==> src/rtl/assert_macros.svh <==
// assertion helpers shared by dnlc_queue and dnlc_back
`ifndef ASSERT_MACROS_SVH
`define ASSERT_MACROS_SVH

`ifndef SYNTHESIS

// property must hold at every clock edge outside reset
`define DNLC_ASSERT_ALWAYS(lbl, clk, rst_n, prop, msg) \
	lbl: assert property (@(posedge clk) disable iff (!rst_n) prop) else $error(msg);

// expression must never be true outside reset
`define DNLC_ASSERT_NEVER(lbl, clk, rst_n, expr, msg) \
	lbl: assert property (@(posedge clk) disable iff (!rst_n) !(expr)) else $error(msg);

`else

`define DNLC_ASSERT_ALWAYS(lbl, clk, rst_n, prop, msg)
`define DNLC_ASSERT_NEVER(lbl, clk, rst_n, expr, msg)

`endif

`endif

==> src/rtl/dnlc_pkg.sv <==
`default_nettype none

package dnlc_pkg;

	localparam int unsigned QUEUE_DEPTH = 4;

	// character classes seen by the recognizer
	typedef enum logic [2:0] {
		CL_DIGIT = 3'd0,
		CL_SIGN  = 3'd1,
		CL_SPACE = 3'd2,
		CL_DOT   = 3'd3,
		CL_EXP   = 3'd4,
		CL_OTHER = 3'd5
	} cls_t;

	// one classified character as it sits in the queue
	typedef struct packed {
		cls_t cls;
		logic is_final;
	} item_t;

endpackage

`default_nettype wire

==> src/rtl/dnlc_front.sv <==
`default_nettype none

module dnlc_front (
	input  wire logic           [7:0] ch,
	input  wire logic                 is_final,
	input  wire logic                 in_valid,
	output logic                      in_stall,
	input  wire logic                 q_full,
	output logic                      push,
	output dnlc_pkg::item_t           push_item
);

	localparam logic [7:0] CH_SPACE = 8'h20;
	localparam logic [7:0] CH_PLUS  = 8'h2b;
	localparam logic [7:0] CH_MINUS = 8'h2d;
	localparam logic [7:0] CH_DOT   = 8'h2e;
	localparam logic [7:0] CH_ZERO  = 8'h30;
	localparam logic [7:0] CH_NINE  = 8'h39;
	localparam logic [7:0] CH_LOW_E = 8'h65;

	function automatic dnlc_pkg::cls_t classify(input logic [7:0] c);
		dnlc_pkg::cls_t k;
		if (c >= CH_ZERO && c <= CH_NINE) begin
			k = dnlc_pkg::CL_DIGIT;
		end else if (c == CH_PLUS || c == CH_MINUS) begin
			k = dnlc_pkg::CL_SIGN;
		end else if (c == CH_SPACE) begin
			k = dnlc_pkg::CL_SPACE;
		end else if (c == CH_DOT) begin
			k = dnlc_pkg::CL_DOT;
		end else if (c == CH_LOW_E) begin
			k = dnlc_pkg::CL_EXP;
		end else begin
			k = dnlc_pkg::CL_OTHER;
		end
		return k;
	endfunction

	assign in_stall           = q_full;
	assign push               = in_valid && !q_full;
	assign push_item.cls      = classify(ch);
	assign push_item.is_final = is_final;

endmodule

`default_nettype wire

==> src/rtl/dnlc_queue.sv <==
`default_nettype none
`include "assert_macros.svh"

module dnlc_queue #(
	parameter int unsigned DEPTH = dnlc_pkg::QUEUE_DEPTH
) (
	input  wire logic            clk,
	input  wire logic            arst_n,
	input  wire logic            push,
	input  wire dnlc_pkg::item_t push_item,
	input  wire logic            pop,
	output dnlc_pkg::item_t      head_item,
	output logic                 full,
	output logic                 empty
);

	localparam int unsigned PW = $clog2(DEPTH);
	localparam int unsigned CW = $clog2(DEPTH + 1);

	dnlc_pkg::item_t mem_q [DEPTH];
	logic [PW-1:0]   wr_q;
	logic [PW-1:0]   rd_q;
	logic [CW-1:0]   cnt_q;

	assign full      = (cnt_q == CW'(DEPTH));
	assign empty     = (cnt_q == '0);
	assign head_item = mem_q[rd_q];

	always_ff @(posedge clk) begin
		if (push) begin
			mem_q[wr_q] <= push_item;
		end
	end

	always_ff @(posedge clk or negedge arst_n) begin
		if (!arst_n) begin
			wr_q  <= '0;
			rd_q  <= '0;
			cnt_q <= '0;
		end else begin
			if (push) begin
				wr_q <= (wr_q == PW'(DEPTH - 1)) ? '0 : wr_q + 1'b1;
			end
			if (pop) begin
				rd_q <= (rd_q == PW'(DEPTH - 1)) ? '0 : rd_q + 1'b1;
			end
			if (push && !pop) begin
				cnt_q <= cnt_q + 1'b1;
			end else if (pop && !push) begin
				cnt_q <= cnt_q - 1'b1;
			end
		end
	end

	`DNLC_ASSERT_NEVER(a_cnt_bound, clk, arst_n, cnt_q > CW'(DEPTH), "queue count over depth")
	`DNLC_ASSERT_ALWAYS(a_cnt_up, clk, arst_n, (push && !pop) |=> (cnt_q == $past(cnt_q) + 1'b1), "queue count did not grow")
	`DNLC_ASSERT_ALWAYS(a_drain, clk, arst_n, (pop && !push && cnt_q == CW'(1)) |=> empty, "queue not empty after last pop")

endmodule

`default_nettype wire

==> src/rtl/dnlc_back.sv <==
`default_nettype none
`include "assert_macros.svh"

module dnlc_back (
	input  wire logic            clk,
	input  wire logic            arst_n,
	input  wire dnlc_pkg::item_t head_item,
	input  wire logic            q_empty,
	output logic                 pop,
	output logic                 is_number,
	output logic                 out_valid,
	input  wire logic            out_stall
);

	typedef enum logic [3:0] {
		PH_LEAD    = 4'd0,
		PH_SIGN    = 4'd1,
		PH_INT     = 4'd2,
		PH_DOTONLY = 4'd3,
		PH_FRAC    = 4'd4,
		PH_EXP     = 4'd5,
		PH_EXPSIGN = 4'd6,
		PH_EXPDIG  = 4'd7,
		PH_TRAIL   = 4'd8,
		PH_FAIL    = 4'd9
	} phase_t;

	phase_t phase_q;
	phase_t nxt;
	logic   out_valid_q;
	logic   is_number_q;
	logic   accepting;

	always_comb begin
		nxt = PH_FAIL;
		case (phase_q)
			PH_LEAD: begin
				case (head_item.cls)
					dnlc_pkg::CL_SPACE: nxt = PH_LEAD;
					dnlc_pkg::CL_SIGN:  nxt = PH_SIGN;
					dnlc_pkg::CL_DIGIT: nxt = PH_INT;
					dnlc_pkg::CL_DOT:   nxt = PH_DOTONLY;
					default:            nxt = PH_FAIL;
				endcase
			end
			PH_SIGN: begin
				case (head_item.cls)
					dnlc_pkg::CL_DIGIT: nxt = PH_INT;
					dnlc_pkg::CL_DOT:   nxt = PH_DOTONLY;
					default:            nxt = PH_FAIL;
				endcase
			end
			PH_INT: begin
				case (head_item.cls)
					dnlc_pkg::CL_DIGIT: nxt = PH_INT;
					dnlc_pkg::CL_DOT:   nxt = PH_FRAC;
					dnlc_pkg::CL_EXP:   nxt = PH_EXP;
					dnlc_pkg::CL_SPACE: nxt = PH_TRAIL;
					default:            nxt = PH_FAIL;
				endcase
			end
			PH_DOTONLY: begin
				case (head_item.cls)
					dnlc_pkg::CL_DIGIT: nxt = PH_FRAC;
					default:            nxt = PH_FAIL;
				endcase
			end
			PH_FRAC: begin
				case (head_item.cls)
					dnlc_pkg::CL_DIGIT: nxt = PH_FRAC;
					dnlc_pkg::CL_EXP:   nxt = PH_EXP;
					dnlc_pkg::CL_SPACE: nxt = PH_TRAIL;
					default:            nxt = PH_FAIL;
				endcase
			end
			PH_EXP: begin
				case (head_item.cls)
					dnlc_pkg::CL_SIGN:  nxt = PH_EXPSIGN;
					dnlc_pkg::CL_DIGIT: nxt = PH_EXPDIG;
					default:            nxt = PH_FAIL;
				endcase
			end
			PH_EXPSIGN: begin
				case (head_item.cls)
					dnlc_pkg::CL_DIGIT: nxt = PH_EXPDIG;
					default:            nxt = PH_FAIL;
				endcase
			end
			PH_EXPDIG: begin
				case (head_item.cls)
					dnlc_pkg::CL_DIGIT: nxt = PH_EXPDIG;
					dnlc_pkg::CL_SPACE: nxt = PH_TRAIL;
					default:            nxt = PH_FAIL;
				endcase
			end
			PH_TRAIL: begin
				case (head_item.cls)
					dnlc_pkg::CL_SPACE: nxt = PH_TRAIL;
					default:            nxt = PH_FAIL;
				endcase
			end
			default: nxt = PH_FAIL;
		endcase
	end

	assign accepting = (nxt == PH_INT) || (nxt == PH_FRAC) ||
		(nxt == PH_EXPDIG) || (nxt == PH_TRAIL);

	// a final character needs the output register free or draining this cycle
	assign pop = !q_empty && (!head_item.is_final || !out_valid_q || !out_stall);

	always_ff @(posedge clk or negedge arst_n) begin
		if (!arst_n) begin
			phase_q     <= PH_LEAD;
			out_valid_q <= 1'b0;
			is_number_q <= 1'b0;
		end else begin
			if (out_valid_q && !out_stall) begin
				out_valid_q <= 1'b0;
			end
			if (pop) begin
				if (head_item.is_final) begin
					phase_q     <= PH_LEAD;
					out_valid_q <= 1'b1;
					is_number_q <= accepting;
				end else begin
					phase_q <= nxt;
				end
			end
		end
	end

	assign out_valid = out_valid_q;
	assign is_number = is_number_q;

	`DNLC_ASSERT_ALWAYS(a_final_done, clk, arst_n, (pop && head_item.is_final) |=> (out_valid_q && phase_q == PH_LEAD), "final character did not produce a result")

endmodule

`default_nettype wire

==> src/rtl/decimal_number_literal_checker_top.sv <==
// channel  | valid     | stall     | payload
// ---------+-----------+-----------+------------------
// input    | in_valid  | in_stall  | ch[7:0], is_final
// output   | out_valid | out_stall | is_number
//
// one character per cycle is accepted while the character queue has room
// a result follows its final character through the queue write, then the result register update
// reset empties the queue, clears the result register and puts the recognizer at leading spaces
// out_stall holds back only final characters; others keep draining from the queue
// in_stall rises only when all Q_DEPTH queue entries are taken
`default_nettype none

module decimal_number_literal_checker_top #(
	parameter int unsigned Q_DEPTH = dnlc_pkg::QUEUE_DEPTH
) (
	input  wire logic       clk,
	input  wire logic       arst_n,
	input  wire logic [7:0] ch,
	input  wire logic       is_final,
	input  wire logic       in_valid,
	output logic            in_stall,
	output logic            is_number,
	output logic            out_valid,
	input  wire logic       out_stall
);

	dnlc_pkg::item_t push_item;
	dnlc_pkg::item_t head_item;
	logic            push;
	logic            pop;
	logic            q_full;
	logic            q_empty;

	dnlc_front u_front (
		.ch        (ch),
		.is_final  (is_final),
		.in_valid  (in_valid),
		.in_stall  (in_stall),
		.q_full    (q_full),
		.push      (push),
		.push_item (push_item)
	);

	dnlc_queue #(
		.DEPTH (Q_DEPTH)
	) u_queue (
		.clk       (clk),
		.arst_n    (arst_n),
		.push      (push),
		.push_item (push_item),
		.pop       (pop),
		.head_item (head_item),
		.full      (q_full),
		.empty     (q_empty)
	);

	dnlc_back u_back (
		.clk       (clk),
		.arst_n    (arst_n),
		.head_item (head_item),
		.q_empty   (q_empty),
		.pop       (pop),
		.is_number (is_number),
		.out_valid (out_valid),
		.out_stall (out_stall)
	);

endmodule

`default_nettype wire
==> config.mk <==
export PLATFORM = sky130hd
export DESIGN_NAME = decimal_number_literal_checker_top
export DESIGN_NICKNAME = d
export VERILOG_FILES = /design/src/rtl/dnlc_pkg.sv /design/src/rtl/dnlc_front.sv /design/src/rtl/dnlc_queue.sv /design/src/rtl/dnlc_back.sv /design/src/rtl/decimal_number_literal_checker_top.sv
export VERILOG_INCLUDE_DIRS = /design/src /design/src/rtl
export SDC_FILE = /design/constraint.sdc
export NUM_CORES = 1
export LEC_CHECK = 0
export BUFFER_PORTS_ARGS = -buffer_cell sky130_fd_sc_hd__buf_2
export CAP_MARGIN = 20
export CORE_UTILIZATION = 40
export DETAILED_ROUTE_END_ITERATION = 8
export GPL_TIMING_DRIVEN = 0
export PLACE_DENSITY = 0.68
export SLEW_MARGIN = 20
export SYNTH_ARGS = -nofsm -noshare
export SYNTH_HDL_FRONTEND = slang
export SYNTH_SLANG_ARGS = --single-unit
==> constraint.sdc <==
create_clock -name clk -period 5 [get_ports clk]
set_input_delay 1 -clock clk [delete_from_list [all_inputs] [get_ports clk]]
set_output_delay 1 -clock clk [all_outputs]
set_load 0.01 [all_outputs]
; Word level (Yosys, flattened, before mapping)
; Memory sizes are Yosys's and may differ from the RTL's.
; Index checks and enable logic that the tools add are counted.
[word_totals]
wordCells = 86
register_bits = 13
inputBits = 13
ram_bits = 16
output_inout_bits = 3
n_memories = 1
[memory_table]
columns = name, depth, width, rd, rd_clocked_by_memory_dff, wr, line
row1 = u_queue.mem_q, 4, 4, 1, 0, 1, dnlc_queue.sv:20  ; dnlc_pkg::item_t mem_q [DEPTH];
[classes]
eq_ne = 24
n_reduce_logical = 24
n_lt_le_gt_ge = 2
n_addsub = 4
n_mux = 25
[ops]
columns = cell, n
row1 = 4-bit one-hot mux with 9 select lines, 1
row2 = "8-bit by 6-bit == test with 1-bit output, second input constant", 4
row3 = 4-bit one-hot mux with 4 select lines, 2
row4 = "4-bit by 3-bit == test with 1-bit output, second input constant", 6
row5 = 4-bit one-hot mux with 2 select lines, 3
row6 = 3-bit two-way mux, 6
row7 = "4-bit by 2-bit == test with 1-bit output, second input constant", 3
row8 = 4-bit two-way mux, 3
row9 = 4-bit one-hot mux with 3 select lines, 1
row10 = "4-bit == test, second input constant", 2
row11 = "8-bit by 7-bit == test with 1-bit output, second input constant", 1
row12 = "8-bit by 6-bit >= comparator with 1-bit output, second input constant", 1
row13 = "8-bit by 6-bit less-or-equal comparator with 1-bit output, second input constant", 1
row14 = 1-bit logical NOT, 7
row15 = 1-bit two-way mux, 7
row16 = "3-bit by 2-bit == test with 1-bit output, second input constant", 2
row17 = "3-bit == test, second input constant", 2
row18 = 1-bit logical AND, 6
row19 = 3-bit logical NOT, 2
row20 = 1-bit logical OR, 6
row21 = "2-bit by 1-bit adder with 2-bit output, second input constant", 2
row22 = "2-bit == test, second input constant", 2
row23 = "4-bit by 1-bit == test with 1-bit output, second input constant", 1
row24 = 4-bit logical NOT, 1
row25 = other kinds (6), 7

; Depth between registers and ports, before layout
; An unclocked memory read counts as a cell.
[depth]
depth_word = 8
depth_mapped = 12
depth_no_buf = 10

; Hierarchy
; From an unflattened synthesis, not the netlist that was laid out.
[hier_totals]
hier_cells = 154
hier_area_um2 = 1726.7
[modules_own_cells]
columns = mod, area_each_um2, n_inst, cells_per_inst, seq_area_each_um2
row1 = dnlc_queue, 994.7, 1, 58, 655.6
row2 = dnlc_back, 603.1, 1, 78, 150.1
row3 = dnlc_front, 128.9, 1, 18, 0.0

; Least setup slack after synthesis
; Ideal clock, no wire load.
[synth_timing]
kind = register to register
startpoint = register u_queue.rd_q[0]
endpoint = register u_queue.cnt_q[1]
path_buffers = 2
t_arrival_ns = 2.435
path_slack_ns = 2.441
setup_time_ns = 0.125
stages_incl_launch_ff = 11
period_less_slack_ns = 2.559
required_ns = 4.875
cell_sequence = dfrtp_1 buf_6 mux4_2 or2_1 clkbuf_1 nand2_1 inv_1 ha_1 inv_1 fa_1 mux2_2
[synth_between]
elab_chain_cells = 8
word_cells_on_any_way = 10
classes_between = mux (1) / reduce/logical (8) / memory (1)
[synth_rtl]
columns = element, line
row1 = start: declaration, dnlc_queue.sv:22  ; logic [PW-1:0] rd_q;
row2 = start signal: assignment, dnlc_queue.sv:45  ; rd_q <= (rd_q == PW'(DEPTH - 1)) ? '0 : rd_q + 1'b1;
row3 = memory 4 x 4 bit (*), n/a
row4 = 1-bit logical NOT (*), dnlc_back.sv:110  ; assign pop = !q_empty && (!head_item.is_final || !out_valid_q || !out_stall);
row5 = 1-bit logical OR (*) (2 in series), dnlc_back.sv:110
row6 = 1-bit logical AND (*), dnlc_back.sv:110
row7 = 1-bit logical NOT, dnlc_queue.sv:47  ; if (push && !pop) begin
row8 = 1-bit logical AND, dnlc_queue.sv:47
row9 = 3-bit two-way mux or 2-bit nonzero test (tied branches), n/a
row10 = end signal: assignment, dnlc_queue.sv:48  ; cnt_q <= cnt_q + 1'b1;
row11 = end signal: assignment, dnlc_queue.sv:50  ; cnt_q <= cnt_q - 1'b1;
row12 = end: declaration, dnlc_queue.sv:23  ; logic [CW-1:0] cnt_q;
; Every way passes the cells marked *; elsewhere a longest branch is shown, timed or not.
; A chain may end at the register's enable or synchronous reset.

; Worst setup path in the final report
; Same ends and word-level chain as after synthesis.

==> metrics.yaml <==
vdd_drop_max_v: 0.000279
hold_path_class: "flop to flop"
via_count: 1262
max_stage_delay_ns: 0.54
yosysTopAreaCell: "edfxtp_1"
grt_usage: 0.167
clkLatencyLatePin_ns: 0.27
die_y_um: 66.8
clkTransAtPathRegs_ns: 0.06
port_buffers: 15
cp-end-kind: "flop"
final-hold-violation-count: 0
synth.most_common_cell: "edfxtp_1"
fin_crit_sh: 0.555
synth-edff-count: 16
n_antenna_cell: 0
startpoint_type: "flop"
io_pins: 16
clock_sinks: 29
slowest_stage: "mux4_2"
cts_buffers: 5
drtIter0Drc: 109
setup_violations: 0
antenna_found_initial: 0
crit_chain: "buf_6 -> mux4_2 -> or2_1 -> clkbuf_1 -> nand2_1 -> inv_1 -> ha_1 -> inv_1 -> fa_1 -> mux2_2"
crit_top_cell: "inv_1"
async_flop_share: 0.448
dp_slack_ns: 2.18
nets: 198
fin_util: 0.477
finalMaxSlewViolations: 0
cp_top_family: "multiplexers"
drc: 0
crit_required_ns: 5.16
grt_pass1_vias: 1268
status: "finished, final reports clean"
path_max_fanout: 9
first_pass_iters: 4
layout-drive-gt1-share: 0.162
dp_hpwl_um: 2500
cts_tree: "built"
die_w_um: 66.8
routabilityCongestion: 0.888
fin_area_um2: 1920
rsz0062_at_grt: "false"
total_power_mw: 1.19
holdWs_ns: 0.509
finalNonFillerCells: 229
grt_pass1_wl_um: 5480
core_area_um2: 4030
finalSetupTns_ns: 0
synth_common_cells: "16 x edfxtp_1, 13 x dfrtp_1, 12 x nand2_1"
leakagePower_nw: 0.725
rows: 23
synth_top_cell_area_share: 0.286
netlist_instances: 156
drv_cap: 0
wl_per_cell_um: 14.0
worstPathBufferInverterCount: 4
yosys_warnings: 0
synthTopCellsByArea: "edfxtp_1 29%, dfrtp_1 19%, mux4_2 5.4%"
cts-resized-gates: 0
finalCriticalPeriod_ns: 2.78
max-clock-path-buffers: 2
worstPathArrival_ns: 2.93
fin_worst_skew_ns: 0.00447
ys_ff_latch: 29
grt_overflow: 0
ant_nets: 0
start_util: 0.417
worst_slew_pin_slew_ns: 0.960
grt_max_degree: 14
wirelength_um: 3220
postCtsSetupBuffers: 0
postPlaceCellArea_um2: 1820
htree_levels: 2
die-area_um2: 4460
cts-root-buf: "clkbuf_8"
setup_ws_ns: 2.22
syn_to_final_growth_pct: 14.5
ys_types: 47
routed_via_density: 5.51
synth_seq_area_share: 0.480
dp_cells: 221
cts_hold_buffers: 0
cellPowerDensity_nw_per_um2: 620
syn_avg_cell_area_um2: 10.8
syn_nets: 176
syn_area_um2: 1680
dominantRegCellSynth: "edfxtp_1"
criticalPathCategory: "flop to flop"
relSlewSlack: 0.344
clock.fmax_mhz: 360
sequential cells by signal, indices dropped and copies added (netlist names):
name,cells
u_queue.wr_q,2
u_back.is_number,1
u_queue.mem_q,16
u_queue.rd_q,2
u_back.out_valid,1
u_queue.cnt_q,3
u_back.phase_q,4
final cells by class:
class,count,area (um^2)
Clock inverter,2,33.8
Buffer,7,33.8
Timing Repair Buffer,15,75.1
Tap cell,50,62.6
Fill cell,378,2110
Sequential cell,29,806
Multi-Input combinational cell,115,821
Inverter,5,18.8
Clock buffer,6,72.6
logic make-up after synthesis:
| logic type | count (synthesis) | synth area share |
|---|---|---|
| mux | 8 | 0.0797 |
| simple gates | 60 | 0.198 |
| flops | 29 | 0.480 |
| xor+xnor | 4 | 0.0209 |
| buf+inv | 12 | 0.0313 |
| compound gates | 36 | 0.133 |
| fa+ha+maj | 7 | 0.0566 |
power by group:
group          internal, mW  switching, mW  leakage (nW)
sequential            0.337         0.0617         0.298
combinational         0.243          0.324         0.375
clock                 0.147         0.0813        0.0528
path summary, 6_finish.rpt:
kind | cells past startpoint | slack [ns] | from | to
max | 10 | 2.22 | u_queue.rd_q[0]$_DFFE_PN0P_ | u_queue.cnt_q[1]$_DFFE_PN0P_
min | 1 | 0.51 | u_queue.cnt_q[2]$_DFFE_PN0P_ | u_queue.cnt_q[2]$_DFFE_PN0P_
max reg2reg | 10 | 2.22 | u_queue.rd_q[0]$_DFFE_PN0P_ | u_queue.cnt_q[1]$_DFFE_PN0P_
min reg2reg | 1 | 0.51 | u_queue.cnt_q[2]$_DFFE_PN0P_ | u_queue.cnt_q[2]$_DFFE_PN0P_
max in group asynchronous | 1 | 4.16 | arst_n | u_queue.wr_q[1]$_DFFE_PN0P_
min in group asynchronous | 1 | 0.61 | arst_n | u_back.phase_q[0]$_DFFE_PN0P_
cell usage in the layout, fill, tap and decap left out, types with 5 or more instances in the layout:
master	count
clkbuf_1	6
nor2_1	9
nand2b_1	7
clkbuf_8	5
dfrtp_1	13
nand2_1	12
a21oi_1	10
edfxtp_1	16
nor3_1	5
ha_1	6
inv_1	5
o21ai_0	8
buf_2	15
and2_1	5
per-layer routing:
| layer | up-vias | GRT usage | wire [um] |
|---|---|---|---|
| met2 | 17 | 0.293 | 1690 |
| li1 | 624 | - | - |
| met1 | 614 | 0.189 | 1400 |
| met3 | 7 | 0.0514 | 85 |
| met5 | - | 0 | 0 |
| met4 | 0 | 0.0612 | 48 |
No activity file was read; power rests on OpenSTA's default activity.
